**src/rth_pkg.sv**
```systemverilog
// Package for the 8-bit RGB to HSV converter.
// Holds field widths, scaling constants, sector codes and the interstage struct.
// No dependencies.
package rth_pkg;

    localparam int DATA_W    = 8;
    localparam int NUM_W     = 16;
    localparam int DIV_STEPS = 8;

    localparam logic [DATA_W-1:0] HUE_SPAN   = 8'd43;
    localparam logic [DATA_W-1:0] GREEN_BASE = 8'd85;
    localparam logic [DATA_W-1:0] BLUE_BASE  = 8'd171;

    typedef enum logic [1:0] {
        SEC_RED   = 2'd0,
        SEC_GREEN = 2'd1,
        SEC_BLUE  = 2'd2
    } sector_t;

    typedef struct packed {
        logic              grey;
        logic              neg;
        sector_t           sector;
        logic [DATA_W-1:0] val;
    } side_t;

endpackage

```
**src/rth_front.sv**
```systemverilog
// Front end of the converter: channel maximum, minimum, sector and hue difference,
// then the two dividend products. Two register stages. Depends on rth_pkg.
module rth_front (
    input  logic                        aclk,
    input  logic                        aresetn,
    input  logic                        en,
    input  logic                        in_valid,
    input  logic [rth_pkg::DATA_W-1:0]  red,
    input  logic [rth_pkg::DATA_W-1:0]  green,
    input  logic [rth_pkg::DATA_W-1:0]  blue,
    output logic                        out_valid,
    output rth_pkg::side_t              out_side,
    output logic [rth_pkg::NUM_W-1:0]   sat_num,
    output logic [rth_pkg::DATA_W-1:0]  sat_den,
    output logic [rth_pkg::NUM_W-1:0]   hue_num,
    output logic [rth_pkg::DATA_W-1:0]  hue_den
);

    logic                       s1_valid_reg;
    logic [rth_pkg::DATA_W-1:0] s1_hi_reg, s1_hi_next;
    logic [rth_pkg::DATA_W-1:0] s1_delta_reg, s1_delta_next;
    logic [rth_pkg::DATA_W-1:0] s1_abs_reg, s1_abs_next;
    logic                       s1_neg_reg, s1_neg_next;
    rth_pkg::sector_t           s1_sector_reg, s1_sector_next;

    logic                       s2_valid_reg;
    rth_pkg::side_t             s2_side_reg, s2_side_next;
    logic [rth_pkg::NUM_W-1:0]  s2_sat_num_reg, s2_sat_num_next;
    logic [rth_pkg::DATA_W-1:0] s2_sat_den_reg;
    logic [rth_pkg::NUM_W-1:0]  s2_hue_num_reg, s2_hue_num_next;
    logic [rth_pkg::DATA_W-1:0] s2_hue_den_reg;

    logic [rth_pkg::DATA_W-1:0] lo;
    logic [rth_pkg::DATA_W:0]   diff;

    always_comb begin
        if (red >= green && red >= blue) begin
            s1_sector_next = rth_pkg::SEC_RED;
            s1_hi_next     = red;
            lo             = (green < blue) ? green : blue;
            diff           = {1'b0, green} - {1'b0, blue};
        end else if (green >= blue) begin
            s1_sector_next = rth_pkg::SEC_GREEN;
            s1_hi_next     = green;
            lo             = (red < blue) ? red : blue;
            diff           = {1'b0, blue} - {1'b0, red};
        end else begin
            s1_sector_next = rth_pkg::SEC_BLUE;
            s1_hi_next     = blue;
            lo             = (red < green) ? red : green;
            diff           = {1'b0, red} - {1'b0, green};
        end
        s1_delta_next = s1_hi_next - lo;
        s1_neg_next   = diff[rth_pkg::DATA_W];
        s1_abs_next   = s1_neg_next ? rth_pkg::DATA_W'(-diff)
                                    : diff[rth_pkg::DATA_W-1:0];
    end

    always_comb begin
        s2_sat_num_next    = ({s1_delta_reg, 8'd0}) - {8'd0, s1_delta_reg};
        s2_hue_num_next    = rth_pkg::NUM_W'({8'd0, s1_abs_reg} * {8'd0, rth_pkg::HUE_SPAN});
        s2_side_next.grey   = (s1_delta_reg == '0);
        s2_side_next.neg    = s1_neg_reg;
        s2_side_next.sector = s1_sector_reg;
        s2_side_next.val    = s1_hi_reg;
    end

    always_ff @(posedge aclk) begin
        if (!aresetn) begin
            s1_valid_reg <= 1'b0;
            s2_valid_reg <= 1'b0;
        end else if (en) begin
            s1_valid_reg <= in_valid;
            s2_valid_reg <= s1_valid_reg;
        end
    end

    always_ff @(posedge aclk) begin
        if (en) begin
            s1_hi_reg      <= s1_hi_next;
            s1_delta_reg   <= s1_delta_next;
            s1_abs_reg     <= s1_abs_next;
            s1_neg_reg     <= s1_neg_next;
            s1_sector_reg  <= s1_sector_next;
            s2_side_reg    <= s2_side_next;
            s2_sat_num_reg <= s2_sat_num_next;
            s2_sat_den_reg <= s1_hi_reg;
            s2_hue_num_reg <= s2_hue_num_next;
            s2_hue_den_reg <= s1_delta_reg;
        end
    end

    assign out_valid = s2_valid_reg;
    assign out_side  = s2_side_reg;
    assign sat_num   = s2_sat_num_reg;
    assign sat_den   = s2_sat_den_reg;
    assign hue_num   = s2_hue_num_reg;
    assign hue_den   = s2_hue_den_reg;

endmodule

```
**src/rth_div.sv**
```systemverilog
// Pipelined restoring divider with two lanes, one quotient bit per stage.
// Carries the pixel side information alongside. Depends on rth_pkg.
module rth_div (
    input  logic                        aclk,
    input  logic                        aresetn,
    input  logic                        en,
    input  logic                        in_valid,
    input  rth_pkg::side_t              in_side,
    input  logic [rth_pkg::NUM_W-1:0]   sat_num,
    input  logic [rth_pkg::DATA_W-1:0]  sat_den,
    input  logic [rth_pkg::NUM_W-1:0]   hue_num,
    input  logic [rth_pkg::DATA_W-1:0]  hue_den,
    output logic                        out_valid,
    output rth_pkg::side_t              out_side,
    output logic [rth_pkg::DATA_W-1:0]  sat_quo,
    output logic [rth_pkg::DATA_W-1:0]  hue_quo
);

    localparam int N = rth_pkg::DIV_STEPS;
    localparam int W = rth_pkg::NUM_W;
    localparam int D = rth_pkg::DATA_W;

    logic           valid_reg   [N];
    rth_pkg::side_t side_reg    [N];
    logic [W-1:0]   sat_rem_reg [N];
    logic [D-1:0]   sat_den_reg [N];
    logic [N-1:0]   sat_quo_reg [N];
    logic [W-1:0]   hue_rem_reg [N];
    logic [D-1:0]   hue_den_reg [N];
    logic [N-1:0]   hue_quo_reg [N];

    for (genvar k = 0; k < N; k++) begin : g_stage
        localparam int SH = N - 1 - k;

        logic           valid_in;
        rth_pkg::side_t side_in;
        logic [W-1:0]   sat_rem_in, hue_rem_in;
        logic [D-1:0]   sat_den_in, hue_den_in;
        logic [N-1:0]   sat_quo_in, hue_quo_in;
        logic [W-1:0]   sat_sub, hue_sub;
        logic           sat_bit, hue_bit;

        if (k == 0) begin : g_first
            assign valid_in   = in_valid;
            assign side_in    = in_side;
            assign sat_rem_in = sat_num;
            assign sat_den_in = sat_den;
            assign sat_quo_in = '0;
            assign hue_rem_in = hue_num;
            assign hue_den_in = hue_den;
            assign hue_quo_in = '0;
        end else begin : g_rest
            assign valid_in   = valid_reg[k-1];
            assign side_in    = side_reg[k-1];
            assign sat_rem_in = sat_rem_reg[k-1];
            assign sat_den_in = sat_den_reg[k-1];
            assign sat_quo_in = sat_quo_reg[k-1];
            assign hue_rem_in = hue_rem_reg[k-1];
            assign hue_den_in = hue_den_reg[k-1];
            assign hue_quo_in = hue_quo_reg[k-1];
        end

        assign sat_sub = W'(sat_den_in) << SH;
        assign hue_sub = W'(hue_den_in) << SH;
        assign sat_bit = (sat_rem_in >= sat_sub);
        assign hue_bit = (hue_rem_in >= hue_sub);

        always_ff @(posedge aclk) begin
            if (!aresetn) begin
                valid_reg[k] <= 1'b0;
            end else if (en) begin
                valid_reg[k] <= valid_in;
            end
        end

        always_ff @(posedge aclk) begin
            if (en) begin
                side_reg[k]    <= side_in;
                sat_den_reg[k] <= sat_den_in;
                hue_den_reg[k] <= hue_den_in;
                sat_rem_reg[k] <= sat_bit ? (sat_rem_in - sat_sub) : sat_rem_in;
                hue_rem_reg[k] <= hue_bit ? (hue_rem_in - hue_sub) : hue_rem_in;
                sat_quo_reg[k] <= {sat_quo_in[N-2:0], sat_bit};
                hue_quo_reg[k] <= {hue_quo_in[N-2:0], hue_bit};
            end
        end
    end

    assign out_valid = valid_reg[N-1];
    assign out_side  = side_reg[N-1];
    assign sat_quo   = D'(sat_quo_reg[N-1]);
    assign hue_quo   = D'(hue_quo_reg[N-1]);

endmodule

```
**src/rth_back.sv**
```systemverilog
// Converter back end: adds the signed hue quotient to the sector offset and
// holds the result transaction in the output register. Depends on rth_pkg.
module rth_back (
    input  logic                        aclk,
    input  logic                        aresetn,
    input  logic                        en,
    input  logic                        in_valid,
    input  rth_pkg::side_t              in_side,
    input  logic [rth_pkg::DATA_W-1:0]  sat_quo,
    input  logic [rth_pkg::DATA_W-1:0]  hue_quo,
    output logic                        out_valid,
    output logic [rth_pkg::DATA_W-1:0]  hue,
    output logic [rth_pkg::DATA_W-1:0]  sat,
    output logic [rth_pkg::DATA_W-1:0]  val
);

    logic                       valid_reg;
    logic [rth_pkg::DATA_W-1:0] hue_reg, hue_next;
    logic [rth_pkg::DATA_W-1:0] sat_reg, sat_next;
    logic [rth_pkg::DATA_W-1:0] val_reg;
    logic [rth_pkg::DATA_W-1:0] base;

    always_comb begin
        case (in_side.sector)
            rth_pkg::SEC_RED:   base = '0;
            rth_pkg::SEC_GREEN: base = rth_pkg::GREEN_BASE;
            rth_pkg::SEC_BLUE:  base = rth_pkg::BLUE_BASE;
            default:            base = '0;
        endcase
        if (in_side.grey) begin
            hue_next = '0;
            sat_next = '0;
        end else begin
            hue_next = in_side.neg ? (base - hue_quo) : (base + hue_quo);
            sat_next = sat_quo;
        end
    end

    always_ff @(posedge aclk) begin
        if (!aresetn) begin
            valid_reg <= 1'b0;
        end else if (en) begin
            valid_reg <= in_valid;
        end
    end

    always_ff @(posedge aclk) begin
        if (en) begin
            hue_reg <= hue_next;
            sat_reg <= sat_next;
            val_reg <= in_side.val;
        end
    end

    assign out_valid = valid_reg;
    assign hue       = hue_reg;
    assign sat       = sat_reg;
    assign val       = val_reg;

endmodule

```
**src/rgb_to_hsv_8bit_core.sv**
```systemverilog
// Top level of the 8-bit RGB to HSV converter.
// Instantiates rth_front, rth_div and rth_back; depends on rth_pkg.
//
// Channel   Direction  Payload (tdata, lowest bit first)
// s_        input      red_in[7:0], green_in[15:8], blue_in[23:16]
// m_        output     hue_out[7:0], sat_out[15:8], val_out[23:16]
//
// One transaction is accepted per cycle while the pipeline advances, and each produces
// one result after two front stages, eight divider stages and the output register.
// The whole pipeline advances when the output register is empty or being read.
// A stall on m_tready holds every stage, so nothing is lost or repeated.
// Reset clears all valid bits.
module rgb_to_hsv_8bit_core (
    input  logic        aclk,
    input  logic        aresetn,
    input  logic        s_tvalid,
    output logic        s_tready,
    input  logic [23:0] s_tdata,   // red_in, green_in, blue_in
    output logic        m_tvalid,
    input  logic        m_tready,
    output logic [23:0] m_tdata    // hue_out, sat_out, val_out
);

    logic                       en;
    logic                       front_valid, div_valid;
    rth_pkg::side_t             front_side, div_side;
    logic [rth_pkg::NUM_W-1:0]  sat_num, hue_num;
    logic [rth_pkg::DATA_W-1:0] sat_den, hue_den, sat_quo, hue_quo;
    logic [rth_pkg::DATA_W-1:0] hue_out, sat_out, val_out;

    assign en       = !m_tvalid || m_tready;
    assign s_tready = en;

    rth_front u_front (
        .aclk      (aclk),
        .aresetn   (aresetn),
        .en        (en),
        .in_valid  (s_tvalid),
        .red       (s_tdata[7:0]),
        .green     (s_tdata[15:8]),
        .blue      (s_tdata[23:16]),
        .out_valid (front_valid),
        .out_side  (front_side),
        .sat_num   (sat_num),
        .sat_den   (sat_den),
        .hue_num   (hue_num),
        .hue_den   (hue_den)
    );

    rth_div u_div (
        .aclk      (aclk),
        .aresetn   (aresetn),
        .en        (en),
        .in_valid  (front_valid),
        .in_side   (front_side),
        .sat_num   (sat_num),
        .sat_den   (sat_den),
        .hue_num   (hue_num),
        .hue_den   (hue_den),
        .out_valid (div_valid),
        .out_side  (div_side),
        .sat_quo   (sat_quo),
        .hue_quo   (hue_quo)
    );

    rth_back u_back (
        .aclk      (aclk),
        .aresetn   (aresetn),
        .en        (en),
        .in_valid  (div_valid),
        .in_side   (div_side),
        .sat_quo   (sat_quo),
        .hue_quo   (hue_quo),
        .out_valid (m_tvalid),
        .hue       (hue_out),
        .sat       (sat_out),
        .val       (val_out)
    );

    assign m_tdata = {val_out, sat_out, hue_out};

endmodule

```
**config.mk**
```make
export PLATFORM = sky130hd
export DESIGN_NAME = rgb_to_hsv_8bit_core
export DESIGN_NICKNAME = d
export VERILOG_FILES = /design/src/rth_pkg.sv /design/src/rth_front.sv /design/src/rth_div.sv /design/src/rth_back.sv /design/src/rgb_to_hsv_8bit_core.sv
export SDC_FILE = /design/constraint.sdc
export NUM_CORES = 1
export LEC_CHECK = 0
export ABC_AREA = 1
export BUFFER_PORTS_ARGS = -buffer_cell sky130_fd_sc_hd__buf_2
export CORE_UTILIZATION = 64
export DETAILED_ROUTE_END_ITERATION = 12
export HOLD_SLACK_MARGIN = 0.1
export PLACE_DENSITY_LB_ADDON = 0.12
export SLEW_MARGIN = 10
export SYNTH_ARGS = -nofsm -noshare
export SYNTH_HDL_FRONTEND = slang
export SYNTH_SLANG_ARGS = --single-unit
```
**constraint.sdc**
```tcl
create_clock -name aclk -period 16.4 [get_ports aclk]
set_input_delay 0.82 -clock aclk [delete_from_list [all_inputs] [get_ports aclk]]
set_output_delay 0.82 -clock aclk [all_outputs]
set_load 0.005 [all_outputs]
```
==> summary.txt <==
Run status
  – Outcome: finished, final reports clean

Logic synthesis
  – Mapped Area: between 20,000 and 30,000 um^2
  – Simple-gate area share of the yosys netlist: 0.142
  – EDFF count, synth: 548
  – #FFs+latches synth: roughly 550
  – Multiplexer share of the synthesized area: 0
  – Post-synthesis sequential area ratio: 0.568
  – Post-synth net total: 3,012
  – Synth Area in Compound Gates: 0.0784
  – Yosys cell types: between 50 and 60
  – Post-Synth Adder-Cell Area: 0.107
  – Largest family of logic cells by synthesized area: simple AND/OR/NAND/NOR gates
  – Synth Flop Type: edfxtp_1
  – Syn Inst Count: around 2,800
  – Asr flop ratio synth: 0
  – Synth Area in XOR/XNOR: 0.0421
  – Yosys Warn Count: 0
  – Syn Area/Cell: between 10 and 15 um^2

STA
  – Final Hold Fails: 0
  – TNS Setup: 0 ns
  – Final Critical Period: between 4 and 5 ns
  – Max Clock Freq: between 200 and 250 MHz
  – Setup violations, final: 0
  – Layout Skew: 0.0231 ns
  – Unrepaired setup endpoints after global routing: no
  – Slew Viols, Final: 0
  – Slew headroom: 0.169
  – Final period utilization: 0.280
  – Worst Tran Pin Value: 1.24 ns

Floorplanning
  – Chip height: 215 um
  – Initial Util: 0.654
  – Std-Cell Rows: 77
  – Die area: approximately 46,000 um^2
  – Core Footprint: roughly 45,000 um^2
  – I/O pin count: 54
  – Die Width: between 200 and 250 um

Drt
  – Final WL: ~59,000 um
  – First DRT Iteration DRCs: roughly 1,600
  – Via count: between 15,000 and 20,000
  – DR DRC count: 0
  – WL/cell: 16.9 um
  – TritonRoute pass-1 iters: 8
  – Post-route ant nets: 0
  – Vias per inst: around 5.5

Critical path
  – Worst Setup Start Kind: primary input
  – Flop2flop setup slack: about 13 ns
  – Worst EP arrival: 4.94 ns
  – Crit path from: s_tdata[4]
  – Setup Crit Path Kind: primary input to flip-flop
  – CP Capture Point: u_front.s1_delta_reg[6]
  – Worst Path Required: 16.74 ns
  – Critical Path Fanout Max: 24
  – Reg2reg end: u_front.hue_num[13]
  – Crit. End Element: flip-flop
  – Worst r2r src: u_front.s1_abs_reg[3]
  – Worst Reg2Reg Path Length in Cells: 17

Global route
  – First-pass GRT wire length: about 95,000 um
  – Initial antenna violation count: 0
  – Largest net degree at the start of global routing: 178
  – Global route overflow: 0
  – Tot GR Track Use: 0.257
  – Vias in the first global route: ~19,000

Power and ir drop
  – Power, Total: roughly 7.4 mW
  – Peak VDD IR: around 0.00029 V
  – Pwr dens: 233 nW/um^2
  – Static leakage power: ~14 nW

Layout
  – Layout Area Growth over Synthesis: 9.50%
  – Filler Cell Count: about 3,000
  – Max FFs per register: ~110
  – Nets: between 3,000 and 4,000
  – Register area: approximately 17,000 um^2
  – Area of the multi-input gates: between 10,000 and 15,000 um^2
  – Fraction of layout cells with a size suffix above 1: 0.0729
  – ANT cells: 0

Flow run
  – Max-Cap Viols: 0

Clocking
  – Clk_lat worst skew: 0.61 ns
  – Count of cells resized by post-cts repair: 0
  – H-Tree Depth: 2
  – CTS Root Cell: clkbuf_16
  – CTS tree: built
  – Reg clk slew, reported paths: 0.06 ns
  – CTS buffer count: 54
  – Clk sinks: around 550
  – Hold_buf cts: 0
  – Clock Tree Buf Depth: 3
  – Post-CTS Setup Inserts: 0

Placed design
  – I/O Buffers: 53
  – RD Place Congestion: between 0.8 and 0.9
  – Post-DP HPWL: 42,900 um

Worst hold path
  – Worst hold path type: flip-flop to flip-flop
[power breakdown]
group	internal, mW	leakage, nW	switching (mW)
Clock	0.753	0.911	0.526
Combinational	1.30	7.29	2.00
Sequential	2.46	5.79	0.369
[worst min-delay path by stage]
stage,start,to,slack (ns),depth (start not counted)
floorplan,u_div.side_reg[1][36],u_back.val[0],0.40,0
global placement,u_div.side_reg[0][23],u_div.side_reg[0][35],0.40,0
detailed placement,u_div.hue_quo_reg[0][18],u_div.hue_quo_reg[0][27],0.40,0
CTS,u_div.hue_quo_reg[0][24],u_div.hue_quo_reg[1][1],0.39,0
global route,u_div.side_reg[0][22],u_div.side_reg[0][34],0.42,0
finish,u_div.hue_quo_reg[0][24],u_div.hue_quo_reg[1][1],0.40,0
[cells by family after synthesis]
logic type,count (synthesis)
simple gates,945
flops,552
buf+inv,474
compound gates,407
fa+ha+maj,233
xor+xnor,140
[cell type report]
| cell class | count | share of cell area |
|---|---|---|
| clock buffers | 62 | 0.0446 |
| clock inverters | 39 | 0.0138 |
| inverters | 445 | 0.0526 |
| multi-input cells | 1725 | 0.338 |
| flip-flops and latches | 552 | 0.518 |
| well taps | 592 | 0.0232 |
| repair buffers | 58 | 0.00988 |
[worst max-delay path, cell delays in order]
cell and delay [ns]:
buf_2 0.14, inv_1 0.08, ha_1 0.36, nand2_1 0.10, inv_1 0.10, nand2_1 0.09, nand2_1 0.06, nand2_1 0.06
nand3_2 0.08, nand2_4 0.14, nand2_4 0.30, inv_2 0.19, nor2_2 0.58, inv_1 0.14, o221ai_1 0.31, inv_1 0.12
fa_1 0.47, o21ai_0 0.31, a21oi_1 0.14, o21ai_0 0.21, xor2_1 0.09
[routing by layer]
| layer | vias to the layer above | part of all wire | track usage |
|---|---|---|---|
| met2 | 506 | 0.54 | 0.492 |
| met1 | 9053 | 0.40 | 0.293 |
| met3 | 127 | 0.035 | 0.0321 |
| li1 | 9559 | - | - |
| met4 | 0 | 0.030 | 0.0839 |
| met5 | - | 0 | 0 |
[cells in the mapped netlist (7+ instances only)]
| master | count | area [um^2] |
|---|---|---|
| xor2_1 | 85 | 744 |
| nor4_1 | 15 | 93.8 |
| a21o_1 | 10 | 75.1 |
| or2_2 | 24 | 150 |
| nor2_2 | 7 | 43.8 |
| o211ai_1 | 7 | 52.6 |
| nand3b_1 | 17 | 128 |
| a31oi_1 | 17 | 106 |
| o221ai_1 | 8 | 70.1 |
| nor3b_1 | 7 | 52.6 |
| xnor2_1 | 55 | 482 |
| fa_1 | 28 | 561 |
| nand2_1 | 498 | 1870 |
| a21oi_1 | 146 | 731 |
| inv_1 | 439 | 1650 |
| ha_1 | 205 | 2560 |
| nor2_1 | 196 | 736 |
| o21ai_0 | 164 | 821 |
| clkbuf_1 | 10 | 37.5 |
| nand3_2 | 7 | 70.1 |
| nor3_1 | 38 | 190 |
| nand4_1 | 32 | 200 |
| nand3_1 | 86 | 430 |
| o21ai_1 | 11 | 55.1 |
| buf_2 | 13 | 65.1 |
| o21bai_1 | 7 | 52.6 |
| edfxtp_1 | 548 | 16500 |
[through the flow]
step | cell area [um^2] | cells | setup slack, ns | util | hold slack, ns
3_5_place_dp | 30000 | 3372 | 11.25 | 0.675 | 0.405
6_report | 31900 | 3473 | 11.80 | 0.717 | 0.401
2_1_floorplan | 29100 | 2751 | 2.50 | - | 0.400
3_3_place_gp | 30000 | 3372 | 11.28 | 0.675 | 0.401
5_1_grt | 31900 | 3473 | 11.47 | 0.717 | 0.421
4_1_cts | 31900 | 3473 | 11.88 | 0.717 | 0.391
[placed cells by master (no fill, tap or decap), drive strengths merged, types with 5 or more instances in the layout]
master,count
nand4,33
nor3,39
nor3b,7
o2111ai,5
o21a,5
nand2,506
nand3,94
xnor2,55
nand3b,17
bufinv,8
xor2,85
nor4,15
o221ai,8
o21bai,8
o211ai,8
clkbuf,62
inv,448
edfxtp,548
clkinv,26
buf,58
a21o,10
a31oi,17
or2,24
nor2,205
o21ai,177
ha,205
fa,28
a21oi,150
Note: power is estimated with default switching activity, not from simulation.
